==> src/rtl/core/wes_pkg.sv <==
// Shared types, codes and a helper function for the weekly event scheduler table.
package wes_pkg;

    localparam int EVENTS = 64;
    localparam int LIGHTS = 32;

    localparam int LID_W  = 8;
    localparam int DAY_W  = 4;
    localparam int MIN_W  = 11;
    localparam int NDAY_W = 3;
    localparam int OUT_W  = 5;
    localparam int CNT_W  = (EVENTS > 1) ? $clog2(EVENTS) : 1;

    localparam logic [1:0] REQ_ON     = 2'd0;
    localparam logic [1:0] REQ_OFF    = 2'd1;
    localparam logic [1:0] REQ_REMOVE = 2'd2;
    localparam logic [1:0] REQ_TICK   = 2'd3;

    localparam logic [1:0] KIND_STATUS  = 2'd0;
    localparam logic [1:0] KIND_COMMAND = 2'd1;
    localparam logic [1:0] KIND_DONE    = 2'd2;

    localparam logic [1:0] ST_OK     = 2'd0;
    localparam logic [1:0] ST_BOUNDS = 2'd1;
    localparam logic [1:0] ST_FULL   = 2'd2;

    localparam logic [DAY_W-1:0]  DAY_EVERY   = 4'd7;
    localparam logic [DAY_W-1:0]  DAY_WEEKDAY = 4'd8;
    localparam logic [DAY_W-1:0]  DAY_WEEKEND = 4'd9;
    localparam logic [NDAY_W-1:0] DAY_SUNDAY  = 3'd0;
    localparam logic [NDAY_W-1:0] DAY_MONDAY  = 3'd1;
    localparam logic [NDAY_W-1:0] DAY_FRIDAY  = 3'd5;
    localparam logic [NDAY_W-1:0] DAY_SATURDAY = 3'd6;

    typedef struct packed {
        logic [LID_W-1:0] id;
        logic [DAY_W-1:0] day;
        logic [MIN_W-1:0] minute;
        logic             on;
    } t_entry;

    typedef struct packed {
        logic   valid;
        t_entry entry;
    } t_slot;

    // True when a stored day code covers the given day of the week.
    function automatic logic day_covers(input logic [DAY_W-1:0] code,
                                        input logic [NDAY_W-1:0] today);
        logic hit;
        hit = 1'b0;
        if (code == DAY_EVERY) begin
            hit = 1'b1;
        end
        if (code == {1'b0, today}) begin
            hit = 1'b1;
        end
        if (code == DAY_WEEKEND && (today == DAY_SUNDAY || today == DAY_SATURDAY)) begin
            hit = 1'b1;
        end
        if (code == DAY_WEEKDAY && today >= DAY_MONDAY && today <= DAY_FRIDAY) begin
            hit = 1'b1;
        end
        return hit;
    endfunction

endpackage

==> src/rtl/core/wes_cell.sv <==
// One slot of the scheduler ring: holds a valid mark and an entry, shifts toward the head.
module wes_cell (
    input  logic           i_clk,
    input  logic           i_rst_n,
    input  logic           i_shift,
    input  wes_pkg::t_slot i_next,
    output wes_pkg::t_slot o_slot
);
    import wes_pkg::*;

    logic   r_valid;
    t_entry r_entry;

    always_ff @(posedge i_clk) begin
        if (!i_rst_n) begin
            r_valid <= 1'b0;
        end else if (i_shift) begin
            r_valid <= i_next.valid;
        end
    end

    always_ff @(posedge i_clk) begin
        if (i_shift) begin
            r_entry <= i_next.entry;
        end
    end

    assign o_slot = '{valid: r_valid, entry: r_entry};

endmodule

==> src/rtl/core/wes_ctrl.sv <==
// Head of the ring: request sequencing, per-slot decision, write-back and result register.
module wes_ctrl (
    input  logic                      i_clk,
    input  logic                      i_rst_n,
    input  logic                      start,
    output logic                      busy,
    input  logic [1:0]                i_req_type,
    input  logic [wes_pkg::LID_W-1:0] i_light_id,
    input  logic [wes_pkg::DAY_W-1:0] i_event_day,
    input  logic [wes_pkg::MIN_W-1:0] i_event_minute,
    input  logic [wes_pkg::NDAY_W-1:0] i_now_day,
    input  logic [wes_pkg::MIN_W-1:0] i_now_minute,
    input  wes_pkg::t_slot            i_head,
    output wes_pkg::t_slot            o_wb,
    output logic                      o_shift,
    output logic                      o_result_valid,
    output logic [1:0]                o_result_kind,
    output logic [1:0]                o_status_code,
    output logic [wes_pkg::OUT_W-1:0] o_light_out,
    output logic                      o_switch_on,
    output logic                      o_last
);
    import wes_pkg::*;

    typedef enum logic [2:0] {
        S_IDLE = 3'b001,
        S_SCAN = 3'b010,
        S_DONE = 3'b100
    } t_state;

    t_state              r_state, n_state;
    logic [CNT_W-1:0]    r_cnt, n_cnt;
    logic [1:0]          r_req;
    logic [LID_W-1:0]    r_id;
    logic [DAY_W-1:0]    r_eday;
    logic [MIN_W-1:0]    r_emin;
    logic [NDAY_W-1:0]   r_nday;
    logic [MIN_W-1:0]    r_nmin;
    logic                r_open, n_open;
    logic                r_bounds;
    logic                r_have, n_have;
    logic [OUT_W-1:0]    r_hlight, n_hlight;
    logic                r_hon, n_hon;

    logic                r_ov, n_ov;
    logic [1:0]          r_kind, n_kind;
    logic [1:0]          r_st, n_st;
    logic [OUT_W-1:0]    r_light, n_light;
    logic                r_on, n_on;
    logic                r_last, n_last;

    logic                accept;
    logic                in_bounds;
    logic                rm_match;
    logic                fire;

    assign accept    = start && (r_state == S_IDLE);
    assign busy      = (r_state != S_IDLE);
    assign in_bounds = {1'b0, i_light_id} < (LID_W + 1)'(LIGHTS);

    assign rm_match = i_head.valid && i_head.entry.id == r_id &&
                      i_head.entry.day == r_eday && i_head.entry.minute == r_emin;
    assign fire     = i_head.valid && i_head.entry.minute == r_nmin &&
                      day_covers(i_head.entry.day, r_nday);

    always_comb begin
        n_state  = r_state;
        n_cnt    = r_cnt;
        n_open   = r_open;
        n_have   = r_have;
        n_hlight = r_hlight;
        n_hon    = r_hon;
        n_ov     = 1'b0;
        n_kind   = KIND_STATUS;
        n_st     = ST_OK;
        n_light  = '0;
        n_on     = 1'b0;
        n_last   = 1'b0;
        o_wb     = i_head;
        o_shift  = 1'b0;

        unique case (r_state)
            S_IDLE: begin
                if (start) begin
                    n_state = S_SCAN;
                    n_cnt   = '0;
                    n_have  = 1'b0;
                    n_open  = (i_req_type == REQ_ON || i_req_type == REQ_OFF) && in_bounds;
                end
            end
            S_SCAN: begin
                o_shift = 1'b1;
                n_cnt   = r_cnt + 1'b1;
                unique case (r_req) inside
                    REQ_ON, REQ_OFF: begin
                        // The first free slot to pass the head takes the new entry.
                        if (r_open && !i_head.valid) begin
                            o_wb.valid        = 1'b1;
                            o_wb.entry.id     = r_id;
                            o_wb.entry.day    = r_eday;
                            o_wb.entry.minute = r_emin;
                            o_wb.entry.on     = (r_req == REQ_ON);
                            n_open            = 1'b0;
                        end
                    end
                    REQ_REMOVE: begin
                        if (rm_match) begin
                            o_wb.valid = 1'b0;
                        end
                    end
                    default: begin
                        // A command is held back one hit so that the final one can carry last.
                        if (fire) begin
                            if (r_have) begin
                                n_ov    = 1'b1;
                                n_kind  = KIND_COMMAND;
                                n_light = r_hlight;
                                n_on    = r_hon;
                            end
                            n_have   = 1'b1;
                            n_hlight = i_head.entry.id[OUT_W-1:0];
                            n_hon    = i_head.entry.on;
                        end
                    end
                endcase
                if (r_cnt == CNT_W'(EVENTS - 1)) begin
                    n_state = S_DONE;
                end
            end
            S_DONE: begin
                n_ov    = 1'b1;
                n_last  = 1'b1;
                n_state = S_IDLE;
                n_have  = 1'b0;
                unique case (r_req) inside
                    REQ_ON, REQ_OFF: begin
                        n_kind = KIND_STATUS;
                        if (r_bounds) begin
                            n_st = ST_BOUNDS;
                        end else if (r_open) begin
                            n_st = ST_FULL;
                        end
                    end
                    REQ_REMOVE: begin
                        n_kind = KIND_STATUS;
                    end
                    default: begin
                        if (r_have) begin
                            n_kind  = KIND_COMMAND;
                            n_light = r_hlight;
                            n_on    = r_hon;
                        end else begin
                            n_kind = KIND_DONE;
                        end
                    end
                endcase
            end
            default: begin
                n_state = S_IDLE;
            end
        endcase
    end

    always_ff @(posedge i_clk) begin
        if (!i_rst_n) begin
            r_state <= S_IDLE;
            r_cnt   <= '0;
            r_open  <= 1'b0;
            r_have  <= 1'b0;
            r_ov    <= 1'b0;
        end else begin
            r_state <= n_state;
            r_cnt   <= n_cnt;
            r_open  <= n_open;
            r_have  <= n_have;
            r_ov    <= n_ov;
        end
    end

    always_ff @(posedge i_clk) begin
        if (accept) begin
            r_req    <= i_req_type;
            r_id     <= i_light_id;
            r_eday   <= i_event_day;
            r_emin   <= i_event_minute;
            r_nday   <= i_now_day;
            r_nmin   <= i_now_minute;
            r_bounds <= (i_req_type == REQ_ON || i_req_type == REQ_OFF) && !in_bounds;
        end
        r_hlight <= n_hlight;
        r_hon    <= n_hon;
        r_kind   <= n_kind;
        r_st     <= n_st;
        r_light  <= n_light;
        r_on     <= n_on;
        r_last   <= n_last;
    end

    assign o_result_valid = r_ov;
    assign o_result_kind  = r_kind;
    assign o_status_code  = r_st;
    assign o_light_out    = r_light;
    assign o_switch_on    = r_on;
    assign o_last         = r_last;

    a_accept_starts_scan: assert property (@(posedge i_clk) disable iff (!i_rst_n)
        accept |=> (r_state == S_SCAN) && (r_cnt == '0))
        else $error("accepted request did not start a scan at slot zero");

    a_done_emits_last: assert property (@(posedge i_clk) disable iff (!i_rst_n)
        (r_state == S_DONE) |=> (r_ov && r_last && r_state == S_IDLE))
        else $error("end of scan did not deliver a final result");

    a_last_only_when_idle: assert property (@(posedge i_clk) disable iff (!i_rst_n)
        (r_ov && r_last) |-> (r_state == S_IDLE))
        else $error("final result delivered while still busy");

    a_shift_only_in_scan: assert property (@(posedge i_clk) disable iff (!i_rst_n)
        o_shift |-> (r_state == S_SCAN && r_cnt <= CNT_W'(EVENTS - 1)))
        else $error("ring rotated outside a scan");

    a_open_only_schedule: assert property (@(posedge i_clk) disable iff (!i_rst_n)
        (r_state == S_SCAN && r_open) |-> (r_req == REQ_ON || r_req == REQ_OFF))
        else $error("free-slot search open for a request that is not a schedule");

endmodule

==> src/rtl/core/weekly_event_scheduler_table.sv <==
// Top level of the weekly event scheduler table: a ring of slot cells and its head controller.
//
//  channel   | ports                                               | transfer
//  ----------+-----------------------------------------------------+---------------------------
//  request   | start, busy, i_req_type .. i_now_minute             | start high while busy low
//  result    | o_result_valid, o_result_kind .. o_last             | every cycle o_result_valid
//
// Each request rotates the ring of EVENTS slot cells once past the head, one slot per cycle,
// and busy stays high from the transfer through the scan and the end-of-scan state.
// Light commands come out in slot order as the ring turns; the final result of a request
// appears in the cycle busy falls, and the next request may be taken in that same cycle.
// Reset (synchronous, i_rst_n low) marks every slot free.
// Results are shown for one cycle only and cannot be held off by the receiver.
module weekly_event_scheduler_table (
    input  logic                       i_clk,
    input  logic                       i_rst_n,
    input  logic                       start,
    output logic                       busy,
    input  logic [1:0]                 i_req_type,
    input  logic [wes_pkg::LID_W-1:0]  i_light_id,
    input  logic [wes_pkg::DAY_W-1:0]  i_event_day,
    input  logic [wes_pkg::MIN_W-1:0]  i_event_minute,
    input  logic [wes_pkg::NDAY_W-1:0] i_now_day,
    input  logic [wes_pkg::MIN_W-1:0]  i_now_minute,
    output logic                       o_result_valid,
    output logic [1:0]                 o_result_kind,
    output logic [1:0]                 o_status_code,
    output logic [wes_pkg::OUT_W-1:0]  o_light_out,
    output logic                       o_switch_on,
    output logic                       o_last
);
    import wes_pkg::*;

    t_slot w_slot [EVENTS];
    t_slot w_wb;
    logic  w_shift;

    // During a scan slots move one place toward cell zero per cycle; the head's write-back enters the tail.
    for (genvar k = 0; k < EVENTS; k++) begin : g_ring
        if (k == EVENTS - 1) begin : g_tail
            wes_cell u_cell (
                .i_clk   (i_clk),
                .i_rst_n (i_rst_n),
                .i_shift (w_shift),
                .i_next  (w_wb),
                .o_slot  (w_slot[k])
            );
        end else begin : g_body
            wes_cell u_cell (
                .i_clk   (i_clk),
                .i_rst_n (i_rst_n),
                .i_shift (w_shift),
                .i_next  (w_slot[k+1]),
                .o_slot  (w_slot[k])
            );
        end
    end

    wes_ctrl u_ctrl (
        .i_clk          (i_clk),
        .i_rst_n        (i_rst_n),
        .start          (start),
        .busy           (busy),
        .i_req_type     (i_req_type),
        .i_light_id     (i_light_id),
        .i_event_day    (i_event_day),
        .i_event_minute (i_event_minute),
        .i_now_day      (i_now_day),
        .i_now_minute   (i_now_minute),
        .i_head         (w_slot[0]),
        .o_wb           (w_wb),
        .o_shift        (w_shift),
        .o_result_valid (o_result_valid),
        .o_result_kind  (o_result_kind),
        .o_status_code  (o_status_code),
        .o_light_out    (o_light_out),
        .o_switch_on    (o_switch_on),
        .o_last         (o_last)
    );

endmodule

==> config.mk <==
export PLATFORM = sky130hd
export DESIGN_NAME = weekly_event_scheduler_table
export DESIGN_NICKNAME = d
export VERILOG_FILES = /design/src/rtl/core/wes_pkg.sv /design/src/rtl/core/wes_cell.sv /design/src/rtl/core/wes_ctrl.sv /design/src/rtl/core/weekly_event_scheduler_table.sv
export SDC_FILE = /design/constraint.sdc
export NUM_CORES = 1
export LEC_CHECK = 0
export ABC_AREA = 1
export BUFFER_PORTS_ARGS = -buffer_cell sky130_fd_sc_hd__buf_2
export CAP_MARGIN = 20
export CORE_MARGIN = 4
export CORE_UTILIZATION = 49
export DETAILED_ROUTE_END_ITERATION = 6
export GPL_TIMING_DRIVEN = 0
export HOLD_SLACK_MARGIN = 0.03
export PLACE_DENSITY = 0.62
export SYNTH_ARGS = -nofsm -noshare
export SYNTH_HDL_FRONTEND = slang
export SYNTH_SLANG_ARGS = --single-unit
export TNS_END_PERCENT = 50
==> constraint.sdc <==
create_clock -name i_clk -period 59.1 [get_ports i_clk]
set_input_delay 11.82 -clock i_clk [delete_from_list [all_inputs] [get_ports i_clk]]
set_output_delay 11.82 -clock i_clk [all_outputs]
set_load 0.01 [all_outputs]
Word-level counts from Yosys, hierarchy flattened:

Index checks and enable logic that the tools add are counted.

* bits in registers: 1669
* input port bits: 42
* output and inout bits: 13
* logic and storage cells: 446

* add/subtract/negate cells: 1
* order comparisons: 3
* equality and inequality tests: 23
* muxes and demuxes: 46
* bitwise gates (word level): 3
* reductions and logical operators: 30

Operators by type and width (number)
* $mux W25: 2
* $mux W24: 1
* $eq A11 B11 Y1: 2
* $mux W1: 22
* $mux W5: 4
* $logic_and A1 B1 Y1: 12
* $pmux W6 S2: 1
* $mux W2: 5
* $pmux W5 S2: 1
* $eq A4 B4 Y1 const B: 2
* $eq A8 B8 Y1: 1
* $lt A8 B6 Y1 const B: 1
* $ne A2 B1 Y1 const B: 4
* $pmux W1 S2: 4
* $reduce_and A4 Y1: 2
* $add A6 B1 Y6 const B: 1
* $eq A3 B3 Y1 const B: 2
* $eq A6 B6 Y1 const B: 1
* $mux W3: 2
* $mux W6: 1
* $pmux W3 S2: 1
* $reduce_and A2 Y1: 3
* $reduce_or A3 Y1: 2
* $eq A2 B1 Y1 const B: 2
* 21 further kinds: 27

Logic depth before layout (Yosys ltp):

Gate-level depths: netlist of run 1.

* word-level depth: 9
* depth in mapped cells: 13
* gate-level depth less buffers: 13

By module:

Synthesis of run 1 repeated with hierarchy kept, for this count alone.

* cell total of the unflattened synthesis: 2344
* area, all modules: 52446.6 um2

By module, submodules not included
* wes_cell: times used 64, cells an instance 31, area each 769.5 um2, sequential area each 740.7 um2
* wes_ctrl: times used 1, cells an instance 360, area each 3199.3 um2, sequential area each 1841.8 um2

Worst setup path before layout of run 1:

No wires, ideal clock.

* path kind: reg-to-reg
* start: register u_ctrl.r_state[2]
* end: register g_ring[0].g_body.u_cell.r_entry, in the netlist g_ring[0].g_body.u_cell.o_slot[0] (enable)
* library setup time: 1247 ps
* arrival: 18251 ps
* data required time: 57853 ps
* slack: 39602 ps
* stages on the path, launching flop included: 4
* period minus slack after synthesis: 19498 ps
* cell sequence: dfxtp_1 nor3_2 buf_4 buf_2

* cells in the longest elaborated chain, start to end: 2

RTL lines
* start, declared: RTL line wes_ctrl.sv:31 `t_state r_state, n_state;`
* start signal, assigned: RTL line wes_ctrl.sv:172 `r_state <= n_state;`
* $eq A3 B2 Y1: RTL line wes_ctrl.sv:82 `unique case (r_state)`
* $mux W1: RTL line wes_ctrl.sv:82
* net g_ring[0].g_body.u_cell.i_shift: RTL line wes_cell.sv:5 `input logic i_shift,`
* end signal, assigned: RTL line wes_cell.sv:24 `r_entry <= i_next.entry;`
* end, declared: RTL line wes_cell.sv:12 `t_entry r_entry;`

The timed path passes the listed nets, and every way through them passes these cells.
A chain may end at the register's enable or synchronous reset.

Worst setup path after layout of run 1:

* start: register u_ctrl.r_state[0]
* end: output port busy

* cells in the longest elaborated chain, start to end: 1

RTL lines
* $ne A3 B1 Y1: RTL line wes_ctrl.sv:58 `assign busy = (r_state != S_IDLE);`
* end, declared: RTL line weekly_event_scheduler_table.sv:18 `output logic busy,`

No other way between the ends.

==> impl_results.md, run 1 <==
- Fin. max-slew vios: 0
- Grt total ovfl: 0
- Unrepaired setup endpoints after global routing: no
- Setup Slack @ Placement: 46.03 ns
- Vias in the first global route: 18.94k
- Placement Rows: 118
- Synth area leaders: edfxtp_1 92%, dfxtp_1 3.4%, nor2_1 1.1%
- Routed len/inst: 17.29 um
- Worst ir drop on vdd: 0.02495 mV
- Routability cong.: 0.8327
- DR top layer: met4
- Slew HR: 0.2636
- # nets final: 2421
- Flop-to-flop setup slack: 54.48 ns
- Routed wire length: 67150 um
- # setup viols final: 0
- Area fraction of the dominant cell type after synthesis: 0.9217
- Residual DRC count: 0
- Via Count: 19.16k
- Final Hold Viols: 0
- CP arrival: 1.56 ns
- Leakage: 19.12 nW
- Clock tree root buffer cell: clkbuf_16
- Met3 WL: 5616 um
- Post-DP Area: 0.05380 mm^2
- Post-Route Setup TNS: 0 ns
- H-tree depth: 4
- Clock Path Buffers: 3
- Crit path time final: 13.38 ns
- Status: finished clean
- Hpwl dp: 32150 um
- Post-CTS setup buffers: 0
- DRT Pass-1 Iters: 5
- Mapped Cells: 2162
- Worst setup EP type: primary output
- Number of synthesized register bits: 1669
- Final WS setup: 45.72 ns
- Register area share after synthesis: 0.9555
- CTS hold repair buffers: 0
- CTS clock-pin slew for the worst setup and hold paths: 0.06 ns
- Area of the mapped netlist: 0.05154 mm^2
- M1 wire length: 34210 um
- Routed vias/inst: 4.933
- Final Cell Area: 0.05876 mm^2
- Share of cells above drive strength 1: 0.1215
- Post-CTS sizing: 0
- Chip height: 332.3 um
- Crit Path Class: reg2out
- GRT Total Usage: 0.1218
- Core Region: 0.1039 mm^2
- DRT iter0 DRCs: 2108
- Initial core utilization: 0.4959
- Die area: 0.1104 mm^2
- Worst-skew pair later-pin latency: 0.72 ns
- CP Max Fanout: 4
- Ys Warns: 0
- Die width: 332.3 um
- Met2 routed wirelength: 25690 um
- Top cell type by total area after synthesis: edfxtp_1
- CTS Buf Count: 151
- Max Cap Viol: 0
- Final ANT Viol Nets: 0
- CP cell instances: nand3_1, buf_2
- Period utilisation layout: 0.2264
- Hold Crit Class: reg2reg
- Area delta synth->final: 14.00%
- TritonCTS Sinks: 1669
- Worst-Margin Slew: 1.105 ns
- Critical-path top delay cell: dfxtp_1
- Top Ports: 55
- Worst path max stage delay: 0.39 ns
- CP startpoint kind: flip-flop
- Global-route wire length before repair: 107000 um
- Synth Area per Inst: 23.84 um^2
- Pin count of the biggest net entering global routing: 205
- Initial antenna violation count: 3
- Synth Net Count: 2205
- Port bufs: 54
- Fmax: 74.75 MHz
- CTS tree: built
- PwrDens: 39.07 mW/mm^2
- Synth unique cells: 36
- Clock Skew: 0.01594 ns
- WP data required: 47.28 ns
- Hold slack: 0.4057 ns
-- registers in the layout (all words and copies together), names as in the netlist, 2 cells and up --
name / flops
g_ring.g_body.u_cell.o_slot: 1512
g_ring.g_body.u_cell.r_valid: 63
g_ring.g_tail.u_cell.o_slot: 24
u_ctrl.r_emin: 11
u_ctrl.r_nmin: 11
u_ctrl.r_id: 8
u_ctrl.r_cnt: 6
u_ctrl.o_light_out: 5
u_ctrl.r_hlight: 5
u_ctrl.r_eday: 4
u_ctrl.r_nday: 3
u_ctrl.r_state: 3
u_ctrl.o_result_kind: 2
u_ctrl.o_status_code: 2
u_ctrl.r_req: 2
-- routing by layer --
layer | global-route usage | vias up
li1 | - | 8795
met1 | 0.2008 | 9671
met2 | 0.1461 | 549
met3 | 0.04218 | 140
met4 | 0.04776 | 0
met5 | 0 | -
-- through the flow --
step,utilization,total power (W),cells
after global placement,0.5151,0.001384,3596
after global routing,0.5653,0.002387,3882
final,0.5653,0.002295,3883
after floorplan,-,0.001368,2162
after detailed placement,0.5176,0.001362,3605
after CTS,0.5653,0.002328,3882
-- synth_stat cells, drive strengths merged --
cell type,n
inv,59
edfxtp,1582
nor2,162
mux2,8
xnor2,7
nand4,6
a221oi,2
and3,1
nand3b,2
clkbuf,20
ha,1
buf,6
dfxtp,87
xor2,8
o22ai,7
a32o,1
nor3,7
nand2,79
a21oi,16
o21ai,88
o211ai,1
nand3,12
-- power breakdown --
part           switching [W]  leakage (nW)  internal [W]  total [W]
registers         0.00000707          15.0       0.00131    0.00131
logic              0.0000192          1.69    0.00000499  0.0000242
clock network       0.000398          2.42      0.000560   0.000959
-- cell type report --
type                            instances  area (um^2)
Multi-Input combinational cell        408         1961
Fill cell                            7493        45180
Tap cell                             1380         1727
Clock buffer                          188         4075
Clock inverter                         89        880.8
Timing Repair Buffer                   63        510.5
Inverter                               59        224.0
Buffer                                 26        132.6
Antenna cell                            1        2.502
Sequential cell                      1669        49250
-- critical path: cells and delay by family, from the launching register on --
kind	cells	cell delay, ns
flip-flops	1	0.39
AND/OR/NAND/NOR	1	0.24
buffers and inverters	1	0.22
-- cell usage in the layout (no fill, tap or decap), drive strengths merged, types with 12 or more instances in the layout --
cell / instances
edfxtp: 1582
nor2: 162
buf: 69
clkinv: 64
nand2: 79
clkbuf: 208
dfxtp: 87
a21oi: 16
nand3: 12
o21ai: 88
inv: 64
bufinv: 16
-- worst paths after layout --
path                                             from                                  end  cells after the start
setup / recovery                    u_ctrl.r_state[0]                                 busy                      2
hold / removal    g_ring[50].g_body.u_cell.o_slot[10]  g_ring[49].g_body.u_cell.o_slot[10]                      0
setup reg to reg                    u_ctrl.r_state[1]   g_ring[24].g_body.u_cell.o_slot[9]                      8
hold reg to reg   g_ring[50].g_body.u_cell.o_slot[10]  g_ring[49].g_body.u_cell.o_slot[10]                      0
-- cell families after synthesis --
group	after synthesis	share of synthesized area
compound gates	115	0.01170
xor+xnor	15	0.002549
fa+ha+maj	1	0.0002427
buf+inv	85	0.006627
flops	1669	0.9555
mux	8	0.001748
simple gates	269	0.02165
Power figures use the tool's default switching activity.
==> run 2: changes to the inputs <==
- clock period: 59.1 -> 14 ns (I/O delays scaled with it)
==> impl_results.md, run 2 (synthesized netlist as in run 1, its figures left out) <==
- Fmax: 227.9 MHz
- Worst ir drop on vdd: 0.1130 mV
- CTS hold repair buffers: 0
- CTS tree: built
- Die area: 0.1104 mm^2
- Worst setup EP type: primary output
- Flip-flop count of the largest register after layout: 1512
- Period utilisation layout: 0.3134
- Placement Rows: 118
- Crit Path Class: reg2out
- Global-route wire length before repair: 108100 um
- CTS Buf Count: 155
- # nets final: 2425
- Leakage: 19.13 nW
- Routed len/inst: 17.47 um
- Grt total ovfl: 0
- GRT Total Usage: 0.1229
- Post-CTS sizing: 0
- Share of cells above drive strength 1: 0.1208
- DRT iter0 DRCs: 2093
- Top Ports: 55
- Reg2Reg Depth: 8
- Clock Skew: 0.02239 ns
- Total power: 0.009708 W
- CTS clock-pin slew for the worst setup and hold paths: 0.06 ns
- Max Cap Viol: 0
- Post-layout util: 0.5656
- PwrDens: 165.1 mW/mm^2
- Clock tree root buffer cell: clkbuf_16
- Area delta synth->final: 14.06%
- Hpwl dp: 32310 um
- Residual DRC count: 0
- # setup viols final: 0
- Final Hold Viols: 0
- Post-Route Setup TNS: 0 ns
- Commonest non-fill, non-tap cell in the layout: edfxtp_1
- CP Max Fanout: 4
- TritonCTS Sinks: 1669
- Via Count: 19.49k
- DRT Pass-1 Iters: 6
- CP startpoint kind: flip-flop
- Chip height: 332.3 um
- Clock Path Buffers: 3
- # placed instances: 3605
- Unrepaired setup endpoints after global routing: no
- Fill cells: 7455
- Initial antenna violation count: 4
- Worst-skew pair later-pin latency: 0.73 ns
- Highest-count cells in the layout ignoring fill and taps: 1582 x edfxtp_1, 157 x clkbuf_16, 153 x nor2_1
- Status: finished clean
- Slew HR: 0.2902
- Post-CTS setup buffers: 0
- Fin. max-slew vios: 0
- Vias in the first global route: 18.90k
- Die width: 332.3 um
- Initial core utilization: 0.4959
- Port bufs: 54
- Core Region: 0.1039 mm^2
- Routed vias/inst: 5.013
- H-tree depth: 4
- CP arrival: 1.59 ns
- Worst-Margin Slew: 1.065 ns
- Final ANT Viol Nets: 0
- Worst Hold Depth: 0
- Routability cong.: 0.8296
- Hold Crit Class: reg2reg
- Final cell count without fillers: 3888
- WP data required: 11.20 ns
- Ant diodes: 0
- Crit path time final: 4.387 ns
- Pin count of the biggest net entering global routing: 226
- Routed wire length: 67930 um
## run 2: worst max-delay path, stage by stage (launching register included)
cell     delay (ns)
dfxtp_1        0.38
nand3_1        0.25
buf_2          0.23
## run 2: final cells by class
class	instances	area, um^2	area share
buffer	26	140.1	0.002384
clock buffer	197	4099	0.06972
clock inverter	86	882.1	0.01500
inverter	59	224.0	0.003810
multi-input combinational	408	1961	0.03335
sequential	1669	49250	0.8377
tap	1380	1727	0.02937
timing repair buffer	63	510.5	0.008683
## run 2: worst paths after layout
check	from	endpoint	slack (ns)
setup reg to reg	u_ctrl.r_state[1]	g_ring[27].g_body.u_cell.o_slot[11]	9.79
setup / recovery	u_ctrl.r_state[0]	busy	9.61
hold / removal	g_ring[14].g_body.u_cell.o_slot[9]	g_ring[13].g_body.u_cell.o_slot[9]	0.41
hold reg to reg	g_ring[14].g_body.u_cell.o_slot[9]	g_ring[13].g_body.u_cell.o_slot[9]	0.41
## run 2: stage by stage
step	instance area, um^2	setup WS (ns)	hold WS, ns
after detailed placement	53810	9.615	0.4045
after floorplan	51540	2.567	0.4003
after global routing	58790	9.361	0.4065
final	58790	9.613	0.4072
after global placement	53540	-0.2830	0.4015
after CTS	58790	9.564	0.4000
## run 2: report_power, final
| group | internal [W] | switching (W) |
|---|---|---|
| combinational | 0.0000211 | 0.0000818 |
| sequential | 0.00551 | 0.0000298 |
| clock | 0.00233 | 0.00173 |
## run 2: routing by layer
metal,global-route usage,vias to the layer above,share of wire
met5,0,-,0
met4,0.04951,0,0.027
met3,0.03635,161,0.082
met2,0.1454,594,0.37
met1,0.2085,9939,0.52
li1,-,8797,-
